<file path="src/rtl/lva_pkg.sv">
// lva_pkg: shared constants and types of the lru voice allocator
// used by the interfaces, the list cell and the top level
`default_nettype none

package lva_pkg;

    localparam int VOICE_COUNT_DEF = 8;
    localparam int BYTE_W          = 8;
    localparam int NOTE_W          = 7;
    localparam int DRIVE_IDX_W     = 3;

    // midi status codes, compared after masking the channel nibble
    localparam logic [BYTE_W-1:0] STATUS_MASK = 8'hF0;
    localparam logic [BYTE_W-1:0] ST_NOTE_OFF = 8'h80;
    localparam logic [BYTE_W-1:0] ST_NOTE_ON  = 8'h90;
    localparam logic [BYTE_W-1:0] DATA_MASK   = 8'h7F;

    // broadcast from the top level to every list cell
    typedef struct packed {
        logic              note_on;
        logic [NOTE_W-1:0] note;
    } t_ctrl;

endpackage

`default_nettype wire

</file>
<file path="src/rtl/lva_if.sv">
// lva_midi_if and lva_voice_if: valid/ready channels of the allocator
// depends on lva_pkg for field widths
`default_nettype none

interface lva_midi_if import lva_pkg::*; ();
    logic              valid;
    logic              ready;
    logic [BYTE_W-1:0] status_byte;
    logic [BYTE_W-1:0] note_byte;
    logic [BYTE_W-1:0] velocity_byte;

    modport source (output valid, output status_byte, output note_byte,
                    output velocity_byte, input ready);
    modport sink   (input valid, input status_byte, input note_byte,
                    input velocity_byte, output ready);
endinterface

interface lva_voice_if import lva_pkg::*; ();
    logic                   valid;
    logic                   ready;
    logic [DRIVE_IDX_W-1:0] drive_index;
    logic [NOTE_W-1:0]      drive_note;

    modport source (output valid, output drive_index, output drive_note, input ready);
    modport sink   (input valid, input drive_index, input drive_note, output ready);
endinterface

`default_nettype wire

</file>
<file path="src/rtl/lva_cell.sv">
// lva_cell: one position of the drive order list (drive id and its note)
// depends on lva_pkg; chained by lru_voice_allocator
`default_nettype none

module lva_cell import lva_pkg::*; #(
    parameter int ID_W     = 3,
    parameter int CELL_IDX = 0
) (
    input  wire logic              i_clk,
    input  wire logic              i_rst_n,
    input  wire t_ctrl             i_ctrl,
    input  wire logic              i_commit,
    input  wire logic              i_found,
    input  wire logic [ID_W-1:0]   i_sel_id,
    input  wire logic [ID_W-1:0]   i_nb_id,
    input  wire logic [NOTE_W-1:0] i_nb_note,
    output logic                   o_found,
    output logic [ID_W-1:0]        o_sel_id,
    output logic [ID_W-1:0]        o_id,
    output logic [NOTE_W-1:0]      o_note
);

    logic [ID_W-1:0]   r_id;
    logic [NOTE_W-1:0] r_note;
    logic              match;
    logic              hit;

    // note-on takes the front entry, so every cell matches and the first wins
    assign match    = i_ctrl.note_on || (r_note == i_ctrl.note);
    assign hit      = match && !i_found;
    assign o_found  = i_found || match;
    assign o_sel_id = hit ? r_id : i_sel_id;
    assign o_id     = r_id;
    assign o_note   = r_note;

    // cells at and behind the hit take their neighbor's entry
    always_ff @(posedge i_clk) begin
        if (!i_rst_n) begin
            r_id   <= ID_W'(CELL_IDX);
            r_note <= '0;
        end else if (i_commit && o_found) begin
            r_id   <= i_nb_id;
            r_note <= i_nb_note;
        end
    end

endmodule

`default_nettype wire

</file>
<file path="src/rtl/lru_voice_allocator.sv">
// lru_voice_allocator: top level, request decode, cell chain and result register
// depends on lva_pkg, lva_if and lva_cell
// flow: an accepted request waits in the request registers until the lookup step
//   fires, which is held off while an untaken result fills the result register;
//   no new request is taken while one is pending in the register stage in front
//   of the single match and shift step of the cell chain
// reset: list returns to drive i at position i with every drive idle
`default_nettype none

module lru_voice_allocator import lva_pkg::*; #(
    parameter int VOICE_COUNT = VOICE_COUNT_DEF
) (
    input  wire logic    i_clk,
    input  wire logic    i_rst_n,
    lva_midi_if.sink     i_midi,
    lva_voice_if.source  o_voice
);

    localparam int ID_W = (VOICE_COUNT > 1) ? $clog2(VOICE_COUNT) : 1;

    logic              r_busy;
    logic              r_search;
    logic              r_note_on;
    logic [NOTE_W-1:0] r_note;
    logic              r_out_valid;
    logic [DRIVE_IDX_W-1:0] r_out_idx;
    logic [NOTE_W-1:0] r_out_note;

    logic [BYTE_W-1:0] status;
    logic [NOTE_W-1:0] vel;
    logic              accept;
    logic              fire;
    logic              commit;
    logic [NOTE_W-1:0] n_tail_note;
    t_ctrl             ctrl;

    logic              found   [VOICE_COUNT+1];
    logic [ID_W-1:0]   sel_id  [VOICE_COUNT+1];
    logic [ID_W-1:0]   cell_id   [VOICE_COUNT];
    logic [NOTE_W-1:0] cell_note [VOICE_COUNT];
    logic [ID_W-1:0]   nb_id     [VOICE_COUNT];
    logic [NOTE_W-1:0] nb_note   [VOICE_COUNT];

    assign status = i_midi.status_byte & STATUS_MASK;
    assign vel    = NOTE_W'(i_midi.velocity_byte & DATA_MASK);

    assign i_midi.ready = !r_busy;
    assign accept       = i_midi.valid && !r_busy;

    // lookup step runs once the result slot is free or being emptied
    assign fire        = r_busy && (!r_out_valid || o_voice.ready);
    assign commit      = fire && r_search && found[VOICE_COUNT];
    assign n_tail_note = r_note_on ? r_note : '0;

    assign ctrl.note_on = r_note_on;
    assign ctrl.note    = r_note;

    assign found[0]  = 1'b0;
    assign sel_id[0] = '0;

    for (genvar k = 0; k < VOICE_COUNT; k++) begin : g_cell
        if (k == VOICE_COUNT - 1) begin : g_tail
            // the selected drive re-enters at the back of the list
            assign nb_id[k]   = sel_id[VOICE_COUNT];
            assign nb_note[k] = n_tail_note;
        end else begin : g_body
            assign nb_id[k]   = cell_id[k+1];
            assign nb_note[k] = cell_note[k+1];
        end

        lva_cell #(
            .ID_W     (ID_W),
            .CELL_IDX (k)
        ) u_cell (
            .i_clk     (i_clk),
            .i_rst_n   (i_rst_n),
            .i_ctrl    (ctrl),
            .i_commit  (commit),
            .i_found   (found[k]),
            .i_sel_id  (sel_id[k]),
            .i_nb_id   (nb_id[k]),
            .i_nb_note (nb_note[k]),
            .o_found   (found[k+1]),
            .o_sel_id  (sel_id[k+1]),
            .o_id      (cell_id[k]),
            .o_note    (cell_note[k])
        );
    end

    always_ff @(posedge i_clk) begin
        if (!i_rst_n) begin
            r_busy      <= 1'b0;
            r_out_valid <= 1'b0;
        end else begin
            if (accept) begin
                r_busy <= 1'b1;
            end else if (fire) begin
                r_busy <= 1'b0;
            end
            if (fire) begin
                r_out_valid <= commit;
            end else if (o_voice.ready) begin
                r_out_valid <= 1'b0;
            end
        end
    end

    // request payload
    always_ff @(posedge i_clk) begin
        if (accept) begin
            r_note    <= NOTE_W'(i_midi.note_byte & DATA_MASK);
            r_note_on <= (status == ST_NOTE_ON) && (vel != '0);
            r_search  <= (status == ST_NOTE_ON) || (status == ST_NOTE_OFF);
        end
    end

    always_ff @(posedge i_clk) begin
        if (commit) begin
            r_out_idx  <= DRIVE_IDX_W'(sel_id[VOICE_COUNT]);
            r_out_note <= n_tail_note;
        end
    end

    assign o_voice.valid       = r_out_valid;
    assign o_voice.drive_index = r_out_idx;
    assign o_voice.drive_note  = r_out_note;

`ifndef ASSERT_OFF
    a_note_on_finds: assert property (@(posedge i_clk) disable iff (!i_rst_n)
        fire && r_note_on |-> r_search && found[VOICE_COUNT])
        else $error("note-on found no drive");

    a_commit_shows: assert property (@(posedge i_clk) disable iff (!i_rst_n)
        commit |=> o_voice.valid && (o_voice.drive_note == $past(n_tail_note)))
        else $error("committed lookup gave no result");

    a_busy_only_stalled: assert property (@(posedge i_clk) disable iff (!i_rst_n)
        r_busy && !accept |=> !r_busy || $past(r_out_valid && !o_voice.ready))
        else $error("lookup held without a stalled result");

    a_no_accept_busy: assert property (@(posedge i_clk) disable iff (!i_rst_n)
        accept |=> r_busy && !i_midi.ready)
        else $error("request taken while lookup pending");
`endif

endmodule

`default_nettype wire

</file>
<file path="src/flat_wrapper.sv">
// flat-port wrapper written by rule: the top's interface ports become plain ports
module lru_voice_allocator_flat import lva_pkg::*;
#(
    parameter int VOICE_COUNT = VOICE_COUNT_DEF
)
  (i_clk, i_rst_n, i_midi_valid, i_midi_status_byte, i_midi_note_byte, i_midi_velocity_byte, i_midi_ready, o_voice_valid, o_voice_drive_index, o_voice_drive_note, o_voice_ready);
  lva_midi_if i_midi_i ();
  lva_voice_if o_voice_i ();
  input  wire logic i_clk;
  input  wire logic i_rst_n;
  input wire logic [$bits(i_midi_i.valid)-1:0] i_midi_valid;
  input wire logic [$bits(i_midi_i.status_byte)-1:0] i_midi_status_byte;
  input wire logic [$bits(i_midi_i.note_byte)-1:0] i_midi_note_byte;
  input wire logic [$bits(i_midi_i.velocity_byte)-1:0] i_midi_velocity_byte;
  output wire logic [$bits(i_midi_i.ready)-1:0] i_midi_ready;
  output wire logic [$bits(o_voice_i.valid)-1:0] o_voice_valid;
  output wire logic [$bits(o_voice_i.drive_index)-1:0] o_voice_drive_index;
  output wire logic [$bits(o_voice_i.drive_note)-1:0] o_voice_drive_note;
  input wire logic [$bits(o_voice_i.ready)-1:0] o_voice_ready;
  assign i_midi_i.valid = i_midi_valid;
  assign i_midi_i.status_byte = i_midi_status_byte;
  assign i_midi_i.note_byte = i_midi_note_byte;
  assign i_midi_i.velocity_byte = i_midi_velocity_byte;
  assign i_midi_ready = i_midi_i.ready;
  assign o_voice_valid = o_voice_i.valid;
  assign o_voice_drive_index = o_voice_i.drive_index;
  assign o_voice_drive_note = o_voice_i.drive_note;
  assign o_voice_i.ready = o_voice_ready;
  lru_voice_allocator #(.VOICE_COUNT(VOICE_COUNT)) u_core (.i_clk(i_clk), .i_rst_n(i_rst_n), .i_midi(i_midi_i), .o_voice(o_voice_i));
endmodule
</file>
<file path="config.mk">
export PLATFORM = sky130hd
export DESIGN_NAME = lru_voice_allocator_flat
export DESIGN_NICKNAME = d
export VERILOG_FILES = /design/src/rtl/lva_pkg.sv /design/src/rtl/lva_if.sv /design/src/rtl/lva_cell.sv /design/src/rtl/lru_voice_allocator.sv /design/src/flat_wrapper.sv
export SDC_FILE = /design/constraint.sdc
export NUM_CORES = 1
export LEC_CHECK = 0
export ABC_CLOCK_PERIOD_IN_PS = 2700
export BUFFER_PORTS_ARGS = -buffer_cell sky130_fd_sc_hd__buf_2
export CORE_MARGIN = 2
export CORE_UTILIZATION = 45
export CTS_CLUSTER_SIZE = 30
export DETAILED_ROUTE_END_ITERATION = 10
export HOLD_SLACK_MARGIN = 0.02
export PLACE_DENSITY_LB_ADDON = 0.05
export SYNTH_ARGS = -nofsm -noshare
export SYNTH_HDL_FRONTEND = slang
export SYNTH_SLANG_ARGS = --single-unit
</file>
<file path="constraint.sdc">
create_clock -name i_clk -period 2.7 [get_ports i_clk]
set_input_delay 0.675 -clock i_clk [delete_from_list [all_inputs] [get_ports i_clk]]
set_output_delay 0.675 -clock i_clk [all_outputs]
set_load 0.05 [all_outputs]
</file>
## Yosys cells after proc, flatten, opt, wreduce, memory -nomap -nowiden

Index checks and enable logic that the tools add are counted.

| storage, ports and cells | value |
|---|---|
| input port bits | 28 |
| logic and storage cells | 95 |
| output and inout bits | 12 |
| bits in registers | 101 |

| cells by class | value |
|---|---|
| multiplexer cells | 13 |
| reduce and logical (&&, ||, !) cells | 49 |
| equal/unequal tests | 10 |

Operators with widths:

| kind | number |
|---|---|
| $eq 7x7->1 | 8 |
| $mux 3 | 8 |
| $logic_and 1x1->1 | 20 |
| $logic_or 1x1->1 | 17 |
| $logic_not 1->1 | 9 |
| $eq 4x4->1 const B | 2 |
| $mux 7 | 1 |
| $reduce_bool 7->1 | 1 |
| $mux 1 | 4 |
| $reduce_bool 2->1 | 2 |

## Depth between registers and ports, before layout

| depth | value |
|---|---|
| depth after elaboration | 11 |
| depth in mapped cells | 10 |
| mapped depth without buffers | 7 |

## Modules after synthesis

From an unflattened synthesis, not the netlist that was laid out.

| second synthesis, totals | value |
|---|---|
| cells, all modules | 673 |
| area total of the unflattened synthesis | 5665.4 um^2 |

By module, submodules not included:

| module | times used | cells an instance | area an instance (um^2) | seq. area each (um^2) |
|---|---|---|---|---|
| lva_cell (u_core.g_cell[3].u_cell ...) | 3 | 79 | 618.1 | 200.2 |
| lva_cell (u_core.g_cell[1].u_cell ...) | 3 | 79 | 613.1 | 200.2 |
| lru_voice_allocator | 1 | 41 | 740.7 | 610.6 |
| lva_cell (u_core.g_cell[7].u_cell) | 1 | 79 | 623.1 | 200.2 |
| lva_cell (u_core.g_cell[0].u_cell) | 1 | 79 | 608.1 | 200.2 |

## Worst setup path after synthesis

Ideal clock, no wire load.

| path | value |
|---|---|
| path kind | register -> register |
| start point | reg u_core.r_note[6] |
| end point | reg u_core.r_out_idx[0], in the netlist u_core.o_voice.drive_index[0], enable pin |
| library setup time | 376 ps |
| required time | 2324 ps |
| stages on the path, launching flop included | 9 |
| buffers on the path | 2 |
| setup slack | 171 ps |
| arrival | 2153 ps |
| period minus slack after synthesis | 2529 ps |
| cells stage by stage | edfxtp_1 -> buf_6 -> xnor2_1 -> nand4_1 -> nor4_4 -> nand2b_1 -> buf_4 -> nor4_2 -> nor2_1 |

| between the ends | value |
|---|---|
| cells in the longest elaborated chain, start to end | 10 |
| elaborated cells between the ends (all ways) | 24 |
| those cells by class | eq/ne (8); reduce/logical (16) |

Ends and longest elaborated chain:

| element | RTL line | text |
|---|---|---|
| start: declaration | lru_voice_allocator.sv:24 | `logic [NOTE_W-1:0] r_note;` |
| start signal: assignment | lru_voice_allocator.sv:111 | `r_note <= NOTE_W'(i_midi.note_byte & DATA_MASK);` |
| $eq 7x7->1 | lva_cell.sv:29 | `assign match = i_ctrl.note_on \|\| (r_note == i_ctrl.note);` |
| $logic_or 1x1->1 | lva_cell.sv:29 |  |
| $logic_or 1x1->1 (6 in a row) | lva_cell.sv:31 | `assign o_found = i_found \|\| match;` |
| $logic_or 1x1->1 * | lva_cell.sv:31 |  |
| $logic_and 1x1->1 * | lru_voice_allocator.sv:52 | `assign commit = fire && r_search && found[VOICE_COUNT];` |
| named net u_core.commit | lru_voice_allocator.sv:33 | `logic commit;` |
| end signal: assignment | lru_voice_allocator.sv:119 | `r_out_idx <= DRIVE_IDX_W'(sel_id[VOICE_COUNT]);` |
| end: declaration | lru_voice_allocator.sv:26 | `logic [DRIVE_IDX_W-1:0] r_out_idx;` |

Mark *: on every way through the listed nets, which the timed path passes. The rest lies on a longest branch.
A chain may end at the register's enable or synchronous reset.

## Worst setup path in the final report

| path | value |
|---|---|
| start point | reg u_core.r_note[6] |
| end point | reg u_core.r_out_idx[2], in the netlist u_core.o_voice.drive_index[2] (data pin) |

| between the ends | value |
|---|---|
| cells in the longest elaborated chain, start to end | 11 |
| elaborated cells between the ends (all ways) | 44 |
| those cells by class | eq/ne (8); mux (8); reduce/logical (28) |

Ends and longest elaborated chain:

| element | RTL line | text |
|---|---|---|
| $eq 7x7->1 | lva_cell.sv:29 |  |
| $logic_or 1x1->1 | lva_cell.sv:29 |  |
| $logic_not 1->1 / $logic_or 1x1->1 (equally long branches) | lva_cell.sv:30, lva_cell.sv:31 |  |
| $logic_and 1x1->1 (tied with other cells) | lva_cell.sv:30 | `assign hit = match && !i_found;` |
| $mux 3 (tied with other cells) (5 in a row) | lva_cell.sv:32 | `assign o_sel_id = hit ? r_id : i_sel_id;` |
| $mux 3 / $logic_and 1x1->1 (equally long branches) | lva_cell.sv:32, lva_cell.sv:30 |  |
| $mux 3 * | lva_cell.sv:32 |  |
| named net u_core.g_cell[7].u_cell.i_nb_id[2] | lva_cell.sv:15 | `input wire logic [ID_W-1:0] i_nb_id,` |

Marks and branches as above.

==> results.ini <==
[worst_setup_path]
reg2reg_from=u_core.r_note[6]$_DFFE_PP_
cp_common_cell=buf_4
critPathKind=reg2reg
ff2ff_path_depth=9
path_buf_inv=2
arrival_ns=2.67
cpPeakStageDelay_ns=0.49
path_cells=buf_4 > xor2_2 > nor4_2 > a41oi_4 > buf_4 > nand2_1 > o311ai_1 > a22oi_1 > o21ai_1
critPathSlowestCell=edfxtp_1
rr_endpoint=u_core.o_voice.drive_index[2]$_DFFE_PP_
cp-start-kind=flip-flop
crit_family=compound AO/OA/AOI/OAI gates
worstPathMaxFanout=5
worst_ep_required_time_ns=2.81
crit_cells=9
cp-startpoint=u_core.r_note[6]$_DFFE_PP_
cp-end-kind=flip-flop
rrSetupSlack_ns=0.14
cp-endpoint=u_core.o_voice.drive_index[2]$_DFFE_PP_

[yosys]
synth_area_leaders=dfxtp_1, mux2i_1, edfxtp_1
synth.avg_cell_area_um2=10.7
synth_top_area_share_pct=33.1
async_flop_share_pct=0
synthFlopType=dfxtp_1
yosys.area_share.simple_pct=18.0
synth_compound_area_share_pct=8.20
syn-num-nets=492
synth_top_family_by_area=simple AND/OR/NAND/NOR gates
ys_seq_area_share_pct=44.6
yosys-top-cells-count=dfxtp_1, mux2i_1, nor2b_1
synth-edff-count=19
ys_ff_latch=101
synth-xor-area-share_pct=10.5
yosysMostFrequentCell=dfxtp_1
synth_cell_types=50
yosysTopAreaCell=dfxtp_1
synthAdderAreaFrac_pct=0
ys_warn_count=0
netlist_instances=464
syn_area_um2=4960
synth.area.mux_share_pct=14.9

[timing]
clock_skew_ns=0.0122
final-hold-violation-count=0
slew_violations=0
setup_slack_ns=0.139
tightest_slew_ns=0.789
rsz0062_at_grt=yes
slew_headroom_pct=47.3
fmax_mhz=391
setup_viol=0
post-route-period-util_pct=94.8
period_needed_ns=2.56

[die]
fp.dieW_um=109
io-pin-count=40
core_area_um2=10800
die_area_um2=11900
row_count=38
start_util_pct=46.0
dieHeight_um=109

[clock_tree]
cts_tree=done
cts_buffer_depth=2
cts_made_buffers=9
cts_hold_buf=0
clk_pin_slew_ns=0.10
cts_sinks=101
cts_max_level=3
root_buffer=clkbuf_8
clk_latency_ns=0.37

[grt]
grt_pass1_wl_um=17500
grt_max_degree=57
overflow=0
grt_antenna_before_repair=0
track_usage_pct=19.6
first_global_vias=3210

[drt]
viasPerCell=5.05
via_count=3360
wl_um=10900
drtAntennaViolNets=0
drt_iter0_drc=132
firstDrtPassIters=5
drc=0
wl_per_cell_um=16.4

[layout]
multi_input_area_um2=2560
num_antenna_cells=0
nets=548
area_delta_synth_final_pct=13.7
drive_above_1_share_pct=19.6
stdcell_count=665
regArea_um2=2210
num-fill-cells=992

[placement]
portBuffers=33
dp.cells=644
place_ws_ns=0.0966
post-dp-hpwl_um=7890
gp_congestion=0.842

[worst_hold_path]
hold_path_class=in2reg
min_path_cells=1

[run_status]
outcome=finished clean

[power_and_ir_drop]
peakVddDrop_v=0.000297
power_leakage_nw=2.27
p_per_area_nw_per_um2=498

[flow_run]
drv_cap=0

[sequential cells by signal, indices dropped and copies added (netlist names)]
name	count
u_core.g_cell.u_cell.o_id	24
u_core.g_cell.u_cell.o_note	56
u_core.o_voice.drive_index	3
u_core.o_voice.drive_note	7
u_core.o_voice.valid	1
u_core.r_busy	1
u_core.r_note	7
u_core.r_note_on	1
u_core.r_search	1
[metal layers]
metal  share of wire (%)  track usage (%)  vias to the layer above
met3                 3.1             3.89                        8
met4                 1.1             6.04                        0
li1                    -                -                     1718
met1                  50             26.8                     1576
met5                   0                0                        -
met2                  46             31.4                       58
[repair_timing]
item | 4_1_cts | 5_1_grt
setup endpoints to repair | 0 | 7
buffers inserted | 0 | 5
gates resized for setup | 0 | 1
[how the worst min path moves through the flow]
stage | start | to
2_1_floorplan | u_core.g_cell[2].u_cell.o_id[1]$_SDFFE_PN1P_ | u_core.g_cell[2].u_cell.o_id[1]$_SDFFE_PN1P_
3_3_place_gp | u_core.g_cell[7].u_cell.o_id[1]$_SDFFE_PN1P_ | u_core.g_cell[6].u_cell.o_id[1]$_SDFFE_PN1P_
3_5_place_dp | u_core.g_cell[7].u_cell.o_id[1]$_SDFFE_PN1P_ | u_core.g_cell[6].u_cell.o_id[1]$_SDFFE_PN1P_
4_1_cts | i_midi_note_byte[2] | u_core.r_note[2]$_DFFE_PP_
5_1_grt | i_midi_note_byte[4] | u_core.r_note[4]$_DFFE_PP_
6_report | i_midi_note_byte[4] | u_core.r_note[4]$_DFFE_PP_
[power by group]
part / total, W / leakage [nW] / switching [W] / internal (W)
combinational: 0.000298 / 1.33 / 0.000168 / 0.000131
clock: 0.000933 / 0.0961 / 0.000535 / 0.000398
sequential: 0.00158 / 0.840 / 0.0000211 / 0.00156
[logic make-up (layout without fill, tap and decap cells)]
logic type | count (synthesis) | after routing
multiplexers | 74 | 74
AND/OR/NAND/NOR | 151 | 151
XOR/XNOR | 56 | 56
flip-flops | 101 | 101
AO/OA/AOI/OAI | 51 | 51
buffers and inverters | 31 | 92
[cell usage in the layout, fill, tap and decap left out, types with 5 or more instances in the layout]
master / instances
a21oi_1: 7
buf_2: 33
edfxtp_1: 19
xnor2_1: 32
clkbuf_8: 9
buf_4: 38
nor2_1: 14
o21ai_0: 9
mux2i_1: 74
nor3_1: 5
nand3_1: 13
and2_1: 9
nor4_1: 5
nand2_1: 23
o311ai_1: 5
xor2_1: 20
dfxtp_1: 82
nor2b_1: 62
a21boi_1: 7
[stage by stage]
step | setup TNS, ns | area [µm²] | hold slack (ns) | utilization [%] | total power, W
after detailed placement | 0 | 5410 | 0.484 | 50.2 | 0.00191
final | 0 | 5640 | 0.471 | 52.3 | 0.00281
after global placement | 0 | 5410 | 0.477 | 50.2 | 0.00190
after floorplan | 0 | 4960 | 0.463 | - | 0.00182
after CTS | 0 | 5600 | 0.451 | 51.9 | 0.00283
after global routing | -0.0717 | 5640 | 0.448 | 52.3 | 0.00293
[cell type report]
class	instances	area share (%)
multi-input combinational	332	45.5
sequential	101	39.2
timing repair buffer	73	8.70
tap	140	3.11
clock buffer	12	2.77
clock inverter	4	0.555
inverter	3	0.200
(Power assumes the default switching activity.)
